<file path="config.mk">
export PLATFORM = sky130hd
export DESIGN_NAME = gsa_ram
export DESIGN_NICKNAME = d
export VERILOG_FILES = /design/src/hdl/gsa_ram.sv
export SDC_FILE = /design/constraint.sdc
export NUM_CORES = 1
export LEC_CHECK = 0
export ABC_AREA = 1
export BUFFER_PORTS_ARGS = -buffer_cell sky130_fd_sc_hd__clkbuf_2
export CORE_MARGIN = 2
export CORE_UTILIZATION = 47
export CTS_BUF_LIST = sky130_fd_sc_hd__clkbuf_2
export DETAILED_ROUTE_END_ITERATION = 10
export PLACE_DENSITY = 0.59
export SYNTH_ARGS = -nofsm -noshare
export SYNTH_HDL_FRONTEND = slang
export SYNTH_SLANG_ARGS = --single-unit
</file>
<file path="constraint.sdc">
create_clock -name clk_i -period 2.5 [get_ports clk_i]
set_input_delay 0.5 -clock clk_i [delete_from_list [all_inputs] [get_ports clk_i]]
set_output_delay 0.5 -clock clk_i [all_outputs]
set_load 0.02 [all_outputs]
</file>
<file path="src/hdl/gsa_ram.sv">
// generic single write port memory with registered read
module gsa_ram #(
  parameter int unsigned WIDTH = 8,
  parameter int unsigned DEPTH = 64
) (
  input  logic                                  clk_i,
  input  logic                                  we_i,
  input  logic [(DEPTH > 1 ? $clog2(DEPTH) : 1)-1:0] waddr_i,
  input  logic [WIDTH-1:0]                      wdata_i,
  input  logic [(DEPTH > 1 ? $clog2(DEPTH) : 1)-1:0] raddr_i,
  output logic [WIDTH-1:0]                      rdata_o
);

  logic [WIDTH-1:0] mem_q [DEPTH];

  always_ff @(posedge clk_i) begin
    if (we_i) begin
      mem_q[waddr_i] <= wdata_i;
    end
    rdata_o <= mem_q[raddr_i];
  end

endmodule

</file>
[After elaboration in Yosys (flattened, before gate mapping)]
Memories as Yosys holds them, arrays and structs flattened. A register that Yosys moved wholly into a read port is not among the register bits.
Cells that the tools add are included.
Storage, ports and cells
  register bits: 0
  latch bits: 0
  bits in writable memories: 512
  memory bits (read-only): 0
  input bits: 22
  output and inout bits: 8
  logic and storage cells: 3
  memories kept: 1
Cells by class
  add/sub/neg operators: 0
  multipliers: 0
  divide/modulo/power cells: 0
  order comparisons: 0
  equal/unequal tests: 0
  shift-type cells: 0
  muxes and demuxes: 2
  bitwise operators: 0
  reductions and logical operators: 0
Memory list
  mem_q: depth 64, width 8, rd ports 1, clocked after Yosys merged registers in 1, wr ports 1, RTL line 14  | logic [WIDTH-1:0] mem_q [DEPTH];
Operator list (count)
  1-bit two-way mux: 2

[Logic depth before layout (Yosys ltp)]
  word-level depth: 2
  depth in mapped cells: 12

[Worst setup path after synthesis]
OpenSTA, ideal clock, no wires.
  kind: input-to-reg
  start: input we_i
  end: memory mem_q[48][0] (enable)
  library setup time: 0.395 ns
  arrival time: 1.871 ns
  path slack: 0.234 ns
  cell stages on the path: 3
  path through: clkbuf_1 nand4_1 nor4_1
Between the ends
  cells in the longest elaborated chain, start to end: 2
RTL lines
  start: declaration: RTL line 7  | input logic we_i,
  1-bit two-way mux: RTL line 17  | if (we_i) begin
  1-bit two-way mux (implied by the code): RTL line 18  | mem_q[waddr_i] <= wdata_i;
  end: declaration: RTL line 14
No other way between the ends.

[Worst setup path in the final report]
  start: input waddr_i[1] (netlist bit)
  end: memory mem_q[1][7] (enable)
RTL lines
  start: declaration: RTL line 8  | input logic [(DEPTH > 1 ? $clog2(DEPTH) : 1)-1:0] waddr_i,
No word-level cell before the write port.

==> metrics.log <==
INFO  metric initial_utilization = 47.33%
INFO  metric detailedPlacementHpwl = 32490 um
INFO  metric gr-total-overflow = 0
INFO  metric clock_path_buffers = 3
INFO  metric power.density = 680.5 nW/um2
INFO  metric crit_start = waddr_i[1]
INFO  metric share_of_the_core_filled_with_cells = 53.27%
INFO  metric worstPathRequired = 3.42 ns
INFO  metric timing.critical_path.slowest_cell_delay = 0.70 ns
INFO  metric irDropWorstVdd = 0.3849 mV
INFO  metric netlist_top_cells_area = edfxtp_1 72%, nand2_1 11%, nand3_1 10%, buf_6 1.8%, nor2_1 0.99%
INFO  metric finalSetupViolations = 0
INFO  metric routed_wirelength_normalized_by_instance_count = 20.81 um
INFO  metric route.detailed.drc = 0
INFO  metric core = 45090 um2
INFO  metric drt.antenna.violating_nets = 0
INFO  metric grt_pass1_vias = 14300
INFO  metric power.static_leakage = 9.063 nW
INFO  metric fin_crit_sh = 97.30%
INFO  metric std_cell_rows = 78
INFO  metric synth_top_cell_area_share = 72.05%
INFO  metric nFillCells = 4023
INFO  metric capturing_element_type_of_the_critical_path = flip-flop
INFO  metric dpl_cell_area = 22520 um2
INFO  metric worstMarginPinSlew = 0.8730 ns
INFO  metric setup-tns-final = 0 ns
INFO  metric grt_usage = 24.41%
INFO  metric post_route_cells_drive_above_1_share = 16.98%
INFO  metric run_status = complete, no violations
INFO  metric firstDrtPassIters = 7
INFO  metric number_of_antenna_violations_at_the_first_check_in_global_routing = 1
INFO  metric synth_fp_nets = 1827
INFO  metric synth.ff_latch_count = 520
INFO  metric detailroute.wirelength.met3 = 4084 um
INFO  metric cp_cell_sequence = dlygate4sd3_1 > clkbuf_2 > inv_1 > nand4_1 > dlygate4sd3_1 > buf_4 > nor2_1 > dlygate4sd3_1
INFO  metric via_count_of_the_routed_design = 14580
INFO  metric crit_path_start_kind = input pin
INFO  metric cts_tree = yes
INFO  metric clock_tree.root_cell = clkbuf_2
INFO  metric cts-buffers-inserted = 133
INFO  metric route.met2.wl = 25860 um
INFO  metric synth.cell_area = 21340 um2
INFO  metric post_synth_num_cell_types = 16
INFO  metric grt_first_pass_wirelength = 85460 um
INFO  metric nNetsFinal = 2028
INFO  metric cap_viol_max_count = 0
INFO  metric timing.hold.worst.class = input pin to flip-flop
INFO  metric pnr_worst_setup_slack = 0.06739 ns
INFO  metric die_height = 217.1 um
INFO  metric postSynthCellCount = 1805
INFO  metric routed_wirelength = 55920 um
INFO  metric fmaxAchievable = 411.1 MHz
INFO  metric final_hold_violation_count = 0
INFO  metric dr.first_iter.drc_count = 1196
INFO  metric r2r-start = mem_q[35][4]
INFO  metric numPortBuffers = 29
INFO  metric clkSlewWorstSetupHoldPaths = 0.11 ns
INFO  metric synth_top_cell_by_area = edfxtp_1
INFO  metric vias_per_cell = 5.426
INFO  metric synth_sequential_area_ratio = 72.80%
INFO  metric min_from = raddr_i[5]
INFO  metric worst-path-max-fanout = 9
INFO  metric synth_warnings = 0
INFO  metric critical_path_class = input pin to flip-flop
INFO  metric clkLatencyLatePin = 1.25 ns
INFO  metric die_w = 217.1 um
INFO  metric top_routing_layer_in_use = met4
INFO  metric slew_viol_final = 0
INFO  metric ioPinCount = 30
INFO  metric final_cell_area = 24020 um2
INFO  metric critPathSlowestCell = dlygate4sd3_1
INFO  metric grt_start_max_net_pins = 82
INFO  metric post-place-ws = 0.2862 ns
INFO  metric final.min_clock_period = 2.433 ns
INFO  metric clk_sinks = 520
INFO  metric post_synthesis_to_final_layout_area_growth = 12.55%
INFO  metric slew-limit-headroom = 41.80%
INFO  metric cp.arrival = 3.35 ns
INFO  metric full_die_area = 47120 um2
INFO  metric path_common_cell = dlygate4sd3_1
INFO  metric finalClockSkew = 0.05839 ns
INFO  metric cts_max_level = 4
INFO  metric routabilityCongestion = 0.9052
INFO  metric rsz0062_at_grt = false
INFO  metric m1WireLength = 24520 um
INFO  metric synthesis.area_per_instance = 11.82 um2
[worst paths after layout]
kind,end,slack [ns],cells past startpoint
hold / removal,rdata_o[1],0.23,4
setup reg to reg,rdata_o[4],0.23,10
setup / recovery,mem_q[1][7],0.07,8
hold reg to reg,rdata_o[3],0.81,8
[synthesized netlist by cell type, drive strengths merged]
cell type	n
nor2	56
nand4	9
dfxtp	8
nor4	8
nand2	648
clkbuf	15
nand3	439
inv	12
edfxtp	512
buf	98
[layout by cell type, fill, tap and decap left out, types with 5 or more instances in the layout]
master         count
clkbuf_2         221
nand3_1          438
dfxtp_2            5
nand4_1            9
nor2_1            56
clkinv_1          15
edfxtp_1         512
buf_12            15
dlygate4sd3_1     34
nor4_1             8
nand2_1          647
buf_4             97
inv_1              9
[area by class of cell]
class,count,area (um2),area share [%]
Clock buffer,195,975.9,4.064
Clock inverter,19,101.3,0.4220
Antenna cell,2,5.005,0.02084
Inverter,12,63.81,0.2657
Tap cell,600,750.7,3.126
Sequential cell,520,15540,64.71
Timing Repair Buffer,179,1625,6.767
Multi-Input combinational cell,1160,4954,20.63
[stage by stage]
step	total power [W]	hold WS, ns	instances
4_1_cts	0.01650	0.04105	2684
3_5_place_dp	0.01105	0.7916	2436
2_1_floorplan	0.01055	0.5989	1805
3_3_place_gp	0.01104	0.7729	2436
5_1_grt	0.01705	0.1339	2687
6_report	0.01634	0.2280	2687
[state kept, by name (all words and copies together) (netlist names)]
register,count
mem_q,512
rdata_o,8
[timing repair]
action / CTS / global route
buffers inserted: 0 / 0
setup endpoints to repair: 5 / 2
hold endpoints to repair: 787 / 0
hold buffers: 34 / 0
gates cloned: 0 / 1
resized for setup: 6 / 11
[metal layers]
layer	global-route usage, %	up-vias
met2	36.54	539
met1	34.00	7129
li1	-	6817
met3	6.373	95
met4	10.21	0
met5	0	-
[kinds of logic after synthesis]
| kind of cell | count (synthesis) | share of synthesized area [%] |
|---|---|---|
| flops | 520 | 72.80 |
| simple gates | 1160 | 23.18 |
| buf+inv | 125 | 4.022 |
[power by group]
group	internal, W	leakage (nW)	switching [W]
logic	0.000364	3.53	0.000889
clock network	0.00214	0.859	0.00328
registers	0.00964	4.67	0.0000353
[critical path: cells and delay by family]
kind | cells | cell delay (ns)
buffers and inverters | 6 | 2.53
and+or+nand+nor | 2 | 0.30
Note: power is estimated with default switching activity, not from simulation.
