<file path="src/hdl/gsa_pkg.sv">
// shared types and constants of the global sequence alignment score block
package gsa_pkg;

  localparam int unsigned LABEL_W = 6;
  localparam int unsigned CMD_W   = 3;
  localparam int unsigned FRAC_W  = 17;
  localparam int unsigned RAW_W   = 9;
  localparam int unsigned QCNT_W  = 5;

  localparam logic [CMD_W-1:0] CMD_APPEND_A = 3'd0;
  localparam logic [CMD_W-1:0] CMD_APPEND_B = 3'd1;
  localparam logic [CMD_W-1:0] CMD_MARK     = 3'd2;
  localparam logic [CMD_W-1:0] CMD_CLEAR    = 3'd3;
  localparam logic [CMD_W-1:0] CMD_COMPUTE  = 3'd4;

  localparam int MATCH_PTS    = 2;
  localparam int MISMATCH_PTS = -1;
  localparam int GAP_PTS      = -1;

  localparam logic [FRAC_W-1:0] ONE_Q16  = 17'h10000;
  localparam logic [QCNT_W-1:0] DIV_LAST = 5'd16;

  localparam logic signed [RAW_W-1:0] RAW_MAX = 9'sd255;
  localparam logic signed [RAW_W-1:0] RAW_MIN = -9'sd256;

  // token that moves along the cell chain with each A symbol
  typedef struct packed {
    logic vld;
    logic last;
  } gsa_tok_t;

endpackage

</file>
<file path="src/hdl/gsa_cell.sv">
// one column of the alignment matrix: holds a B symbol and the running column value
module gsa_cell #(
  parameter int unsigned SW  = 10,
  parameter int unsigned NL  = 64,
  parameter int unsigned COL = 0
) (
  input  logic                          clk_i,
  input  logic                          rst_ni,
  input  logic                          start_i,
  input  logic                          wr_en_i,
  input  logic [gsa_pkg::LABEL_W-1:0]   wr_label_i,
  input  gsa_pkg::gsa_tok_t             tok_i,
  input  logic [gsa_pkg::LABEL_W-1:0]   a_i,
  input  logic [NL-1:0]                 vec_i,
  input  logic signed [SW-1:0]          d_i,
  output gsa_pkg::gsa_tok_t             tok_o,
  output logic [gsa_pkg::LABEL_W-1:0]   a_o,
  output logic [NL-1:0]                 vec_o,
  output logic signed [SW-1:0]          d_o
);

  localparam int unsigned LBW = $clog2(NL);
  localparam logic signed [SW-1:0] INIT_UP   = SW'(-(int'(COL) + 1));
  localparam logic signed [SW-1:0] INIT_DIAG = SW'(-int'(COL));

  logic [gsa_pkg::LABEL_W-1:0] b_q;
  logic signed [SW-1:0]        up_q, diag_q;
  logic [15:0]                 b_ext;
  logic                        match;
  logic signed [SW-1:0]        diag_s, up_s, left_s, best;

  always_comb begin
    b_ext  = 16'(b_q);
    match  = (a_i == b_q) || ((b_ext < 16'(NL)) && vec_i[b_ext[LBW-1:0]]);
    diag_s = match ? diag_q + SW'(gsa_pkg::MATCH_PTS) : diag_q + SW'(gsa_pkg::MISMATCH_PTS);
    up_s   = up_q + SW'(gsa_pkg::GAP_PTS);
    left_s = d_i + SW'(gsa_pkg::GAP_PTS);
    best   = diag_s;
    if (up_s > best) begin
      best = up_s;
    end
    if (left_s > best) begin
      best = left_s;
    end
  end

  always_ff @(posedge clk_i or negedge rst_ni) begin
    if (!rst_ni) begin
      tok_o <= '0;
    end else if (start_i) begin
      tok_o <= '0;
    end else begin
      tok_o <= tok_i;
    end
  end

  always_ff @(posedge clk_i) begin
    if (wr_en_i) begin
      b_q <= wr_label_i;
    end
    if (start_i) begin
      up_q   <= INIT_UP;
      diag_q <= INIT_DIAG;
    end else if (tok_i.vld) begin
      up_q   <= best;
      diag_q <= d_i;
      a_o    <= a_i;
      vec_o  <= vec_i;
      d_o    <= best;
    end
  end

endmodule

</file>
<file path="config.mk">
export PLATFORM = sky130hd
export DESIGN_NAME = gsa_cell
export DESIGN_NICKNAME = d
export VERILOG_FILES = /design/src/hdl/gsa_pkg.sv /design/src/hdl/gsa_cell.sv
export SDC_FILE = /design/constraint.sdc
export NUM_CORES = 1
export LEC_CHECK = 0
export BUFFER_PORTS_ARGS = -buffer_cell sky130_fd_sc_hd__buf_2
export CORE_AREA = 2 2 107 109
export DETAILED_ROUTE_END_ITERATION = 8
export DIE_AREA = 0 0 109 111
export HOLD_SLACK_MARGIN = 0.15
export PLACE_DENSITY = 0.78
export SETUP_SLACK_MARGIN = 0.05
export SLEW_MARGIN = 20
export SYNTH_ARGS = -nofsm -noshare
export SYNTH_HDL_FRONTEND = slang
export SYNTH_SLANG_ARGS = --single-unit
</file>
<file path="constraint.sdc">
create_clock -name clk_i -period 10 [get_ports clk_i]
set_input_delay 1 -clock clk_i [delete_from_list [all_inputs] [get_ports clk_i]]
set_output_delay 1 -clock clk_i [all_outputs]
set_load 0.02 [all_outputs]
</file>
# == Yosys cells after proc, flatten, opt, wreduce, memory -nomap -nowiden ==
# Index checks and enable logic that the tools add are counted.
# op_classes
addsub,4
magnitude_cmp,3
eq_ne,1
muxes,6
bitwise_logic,1
n_reduce_logical,2
# ops
cell,n
$add A10 B1 Y10 const B,3
$mux W10,3
$gt A10 B10 Y1,2
$add A10 B3 Y10 const B,1
$lt A6 B7 Y1 const B,1
$bmux W1 S6,1
$eq A6 B6 Y1,1
$mux W2,1
$reduce_and A2 Y1,1
$logic_or A1 B1 Y1,1
$mux W1,1
$not A1 Y1,1
# totals
register_bits,108
inputBits,92
out_inout_bits,82
word_cells,25

# == Depth between registers and ports, before layout ==
# depth
ltp_word,8
mapped_depth,33
mapped_depth_nobuf,29

# == Worst setup path after synthesis ==
# Ideal clock, no wire load.
# synth_path
path_type,input to register
from,input vec_i[38]
to,"register d_o[1], data pin"
setup_time_ps,273
arrival_ps,7177
t_required_ps,9727
setup_slack_ps,2550
path_stages,29
n_path_buf,2
cell_sequence,mux4_2 > nor2b_1 > a2111oi_4 > nor2_2 > a211o_1 > buf_2 > o21ai_0 > xor2_1 > inv_1 > ha_1 > and2_1 > nand2_1 > a2111oi_0 > a311o_1 > a32oi_1 > a211oi_2 > buf_6 > mux2_4 > ha_1 > nor2b_1 > o21a_1 > o21a_1 > o21a_1 > o21a_1 > o21a_1 > o21a_1 > o2111ai_1 > nand2_1 > mux2i_1
# synth_via
elab_chain_cells,8
# synth_lines
item,line_no,text
from (decl),gsa_cell.sv:14,"input logic [NL-1:0] vec_i,"
$bmux W1 S6 *,gsa_cell.sv:34,match = (a_i == b_q) || ((b_ext < 16'(NL)) && vec_i[b_ext[LBW-1:0]]);
$mux W1 (not written as such) *,gsa_cell.sv:34,
$logic_or A1 B1 Y1 *,gsa_cell.sv:34,
$mux W10 *,gsa_cell.sv:35,diag_s = match ? diag_q + SW'(gsa_pkg::MATCH_PTS) : diag_q + SW'(gsa_pkg::MISMATCH_PTS);
$gt A10 B10 Y1,gsa_cell.sv:39,if (up_s > best) begin
$mux W10 *,gsa_cell.sv:39,
$gt A10 B10 Y1,gsa_cell.sv:42,if (left_s > best) begin
$mux W10 *,gsa_cell.sv:42,
named net best[1],gsa_cell.sv:30,"logic signed [SW-1:0] diag_s, up_s, left_s, best;"
to (signal assigned),gsa_cell.sv:69,d_o <= best;
to (decl),gsa_cell.sv:19,output logic signed [SW-1:0] d_o
# The timed path passes the listed nets; every way through them passes the cells marked *. The select of a mux whose other input is x is not followed.
# A chain may end at the register's enable or synchronous reset.

# == Worst setup path in the final report ==
# layout_path
from,register b_q[1] (netlist name)
to,"register d_o[1], data pin"
# layout_via
elab_chain_cells,8
word_cells_on_any_way,9
cone_classes,order compare (2); eq/ne (1); mux (5); reduce/logical (1)
# layout_lines
item,line_no,text
from (decl),gsa_cell.sv:26,logic [gsa_pkg::LABEL_W-1:0] b_q;
from (signal assigned),gsa_cell.sv:59,b_q <= wr_label_i;
$bmux W1 S6,gsa_cell.sv:34,
$mux W1 (not written as such),gsa_cell.sv:34,
$logic_or A1 B1 Y1 *,gsa_cell.sv:34,
$mux W10 *,gsa_cell.sv:35,
$gt A10 B10 Y1,gsa_cell.sv:39,
$mux W10 *,gsa_cell.sv:39,
$gt A10 B10 Y1,gsa_cell.sv:42,
$mux W10 *,gsa_cell.sv:42,
named net best[1],gsa_cell.sv:30,
# Marks and branches as above.

==> flow_summary.toml <==
[outcome]
result_of_the_run = "finished clean"

[logic_synthesis]
synth-edff-count = 86
ys_warnings = 0
synth_area_per_cell_um2 = 12.9
ys_seq_area_frac = 0.540
post_synth_instance_area_um2 = 5620
leading_post_synthesis_cells_by_cell_area = "edfxtp_1 (46%), mux2i_1 (7.3%), dfxtp_1 (7.1%)"
synth_async_sr_flop_share = 0.0185
yosys.area.top_type = "edfxtp_1"
ys_ff_latch = 108
synth_top_area_share = 0.460
post_synth_inst_count = 436
postSynthNetCount = 552
ys_dominant_reg_cell = "edfxtp_1"
yosys.cell_types.count = 57

[placed_design]
gp_congestion = 0.896
dpl.cell_count = 737
place.detailed.hpwl_mm = 10.7
port_buffers = 173

[sta]
finClkSkew_ns = 0.00757
worst-slew-pin-transition_ns = 1.04
period_share = 0.847
finalSetupViolCount = 0
max_freq_mhz = 118
min_period_ns = 8.47
hold_violations = 0
max_slew_margin = 0.310
rsz0062_at_grt = "false"
max_transition_viols_final = 0
fin_setup_tns_ns = 0

[clock_tree]
insertion_delay_ns = 0.36
ctsHtreeMaxLevel = 3
holdBufCountCts = 0
post_cts_resized = 0
tritoncts = "yes"
max_buffers_root_to_sink = 2
post_cts_buffers = 0
ctsRootBufferMaster = "clkbuf_16"
clock_sink_count = 108
clkSlewWorstSetupHoldPaths_ns = 0.07
cts-buffers-inserted = 9

[detailed_routing]
final_antenna_net_count = 0
detail_route.vias_per_cell = 5.63
route.detailed.drc = 0
detail_route.wl_per_cell_um = 18.4
dr.pass1.iters = 5
finalWirelength_mm = 13.9
detailroute.via_count = 4238
initial_detailed_routing_violation_count = 258

[floorplanning]
row_count = 39
ioPinCount = 174
die_wd_um = 109
initial_core_util = 0.507
floorplan.die_area_um2 = 12100
die_h_um = 111
core_um2 = 11100

[finish]
layout.core_utilization = 0.621
final_instance_count_excl_fillers = 753
syn2layout_area_growth_pct = 22.5
antenna_cells_inserted = 0
drive_above_1_share = 0.354
n_fill_cell = 846
finalNetCount = 721

[global_route]
grt_util_met1 = 0.289
grt_max_degree = 82
gr-usage-met2 = 0.395
antenna_found_initial = 0
vias_in_the_first_global_route = 4088
wire_length_of_the_first_global_routing_pass_mm = 21.2
grt_busiest_layer = "met2"
globalRoute.totalOverflow = 0
use_met3 = 0.0400
grt_resource_usage_total = 0.229

[worst_setup_path]
critPathRequiredTime_ns = 10.09
cpPeakStageDelay_ns = 1.04
worst-path-max-fanout = 20
cp_data_arrival_time_ns = 8.55
timing.reg2reg.worst_path_depth = 27
worst_setup_path_end_kind = "flip-flop"
critical_path_startpoint_category = "flip-flop"
critical_path.slowest_cell = "edfxtp_1"
criticalPathCategory = "flip-flop to flip-flop"
most_frequent_cell_on_critical_path = "o21a_1"

[run]
max-cap-violations = 0

[power]
power_density_nw_per_um2 = 206
cellLeakagePower_nw = 2.86
irDropWorstVdd_uv = 147

[min_path]
worst_hold_check_path_type = "input pin to asynchronous set/reset pin"
==> logic make-up (layout without fill, tap and decap cells) <==
family                     Yosys count  after routing  synth area share
DFF                                108            108             0.540
AOI/OAI and AO/OA                   62             62            0.0900
and+or+nand+nor                    104            104            0.0947
buffers and inverters               46            220            0.0348
adders and majority gates           24             24            0.0535
xor gates and xnor gates            35             35            0.0546
muxes                               57             57             0.133
==> report_power, final <==
group,switching [mW],leakage (nW),internal (mW)
Combinational,0.284,1.72,0.204
Sequential,0.0381,1.00,0.548
Clock,0.168,0.132,0.173
==> state kept, by name, summed over array words and instances, names as in the netlist <==
register and flops:
tok_o 2, up_q 10, d_o 10, vec_o 64, b_q 6, a_o 6
diag_q 10
==> worst max-delay path: cells and delay by family (launching register included) <==
family	cells	cell delay (ns)
AND/OR/NAND/NOR	7	2.17
flip-flops	1	1.04
multiplexers	3	1.18
buffers and inverters	2	0.27
AO/OA/AOI/OAI	12	2.75
XOR/XNOR	1	0.22
adder cells (fa/ha/maj)	2	0.59
==> Yosys cell counts, drive strengths merged (2+ instances only) <==
cell type / instances
dfrtp: 2
o211ai: 6
mux4: 13
clkbuf: 7
and2: 3
and3: 4
nand2: 17
a21oi: 4
nand3b: 4
nand3: 8
a311o: 2
nor2: 22
o31ai: 3
a31oi: 3
mux2i: 41
o21a: 8
or3: 4
a2111oi: 4
a211oi: 18
xor2: 16
ha: 24
buf: 10
nor3: 22
dfxtp: 20
mux2: 3
o21ai: 6
nor3b: 2
nand4: 4
inv: 28
nor2b: 6
edfxtp: 86
xnor2: 19
or2: 3
==> worst paths after layout <==
check / slack (ns) / startpoint / end
worst max-delay path: 1.53 / b_q[1] / d_o[1]
worst min-delay path: 0.42 / rst_ni / tok_o[1]
worst min register to register: 0.54 / diag_q[0] / diag_q[0]
max in group asynchronous: 9.48 / rst_ni / tok_o[0]
min in group clk_i: 0.54 / diag_q[0] / diag_q[0]
worst max register to register: 1.53 / b_q[1] / d_o[1]
==> layer usage <==
layer	routed length (um)	up-vias
li1	-	1991
met1	5730	2057
met2	7070	172
met3	857	18
met4	199	0
met5	0	-
==> cell type report <==
class                           instances  area [um2]  area share
Inverter                               29         109      0.0158
Sequential cell                       108        3030       0.441
Tap cell                              143         179      0.0260
Timing Repair Buffer                  175         881       0.128
Clock buffer                            9         225      0.0327
Clock inverter                          7        56.3     0.00818
Multi-Input combinational cell        282        2400       0.348
==> placed cells by master (no fill, tap or decap), types with 3 or more instances in the layout <==
cell | Yosys | final
mux2i_1 | 41 | 41
or3_1 | 4 | 4
nand4_1 | 4 | 4
clkbuf_16 | 0 | 9
nand3b_1 | 4 | 4
o21ai_0 | 4 | 4
dfxtp_1 | 20 | 20
inv_1 | 28 | 28
nand2_1 | 17 | 17
xor2_1 | 16 | 16
o211ai_1 | 5 | 5
and2_1 | 3 | 3
o31ai_1 | 3 | 3
mux4_2 | 13 | 13
edfxtp_1 | 86 | 86
inv_6 | 0 | 3
nand3_1 | 8 | 8
a211oi_1 | 16 | 16
and3_1 | 4 | 4
nor2b_1 | 6 | 6
a31oi_1 | 3 | 3
buf_2 | 6 | 173
a21oi_1 | 4 | 4
nor2_1 | 21 | 20
nor3_1 | 22 | 22
ha_1 | 24 | 24
xnor2_1 | 19 | 19
o21a_1 | 8 | 8
==> stage by stage <==
| stage | hold WS [ns] | total power, mW | cell area [um2] | setup WS (ns) |
|---|---|---|---|---|
| after floorplan | 0.478 | 0.946 | 5620 | 2.55 |
| after global placement | 0.511 | 1.07 | 6600 | 1.88 |
| after detailed placement | 0.522 | 1.08 | 6600 | 1.64 |
| after CTS | 0.419 | 1.42 | 6880 | 1.61 |
| after global routing | 0.424 | 1.49 | 6880 | 0.980 |
| final | 0.425 | 1.41 | 6880 | 1.53 |
Power figures use the tool's default switching activity.
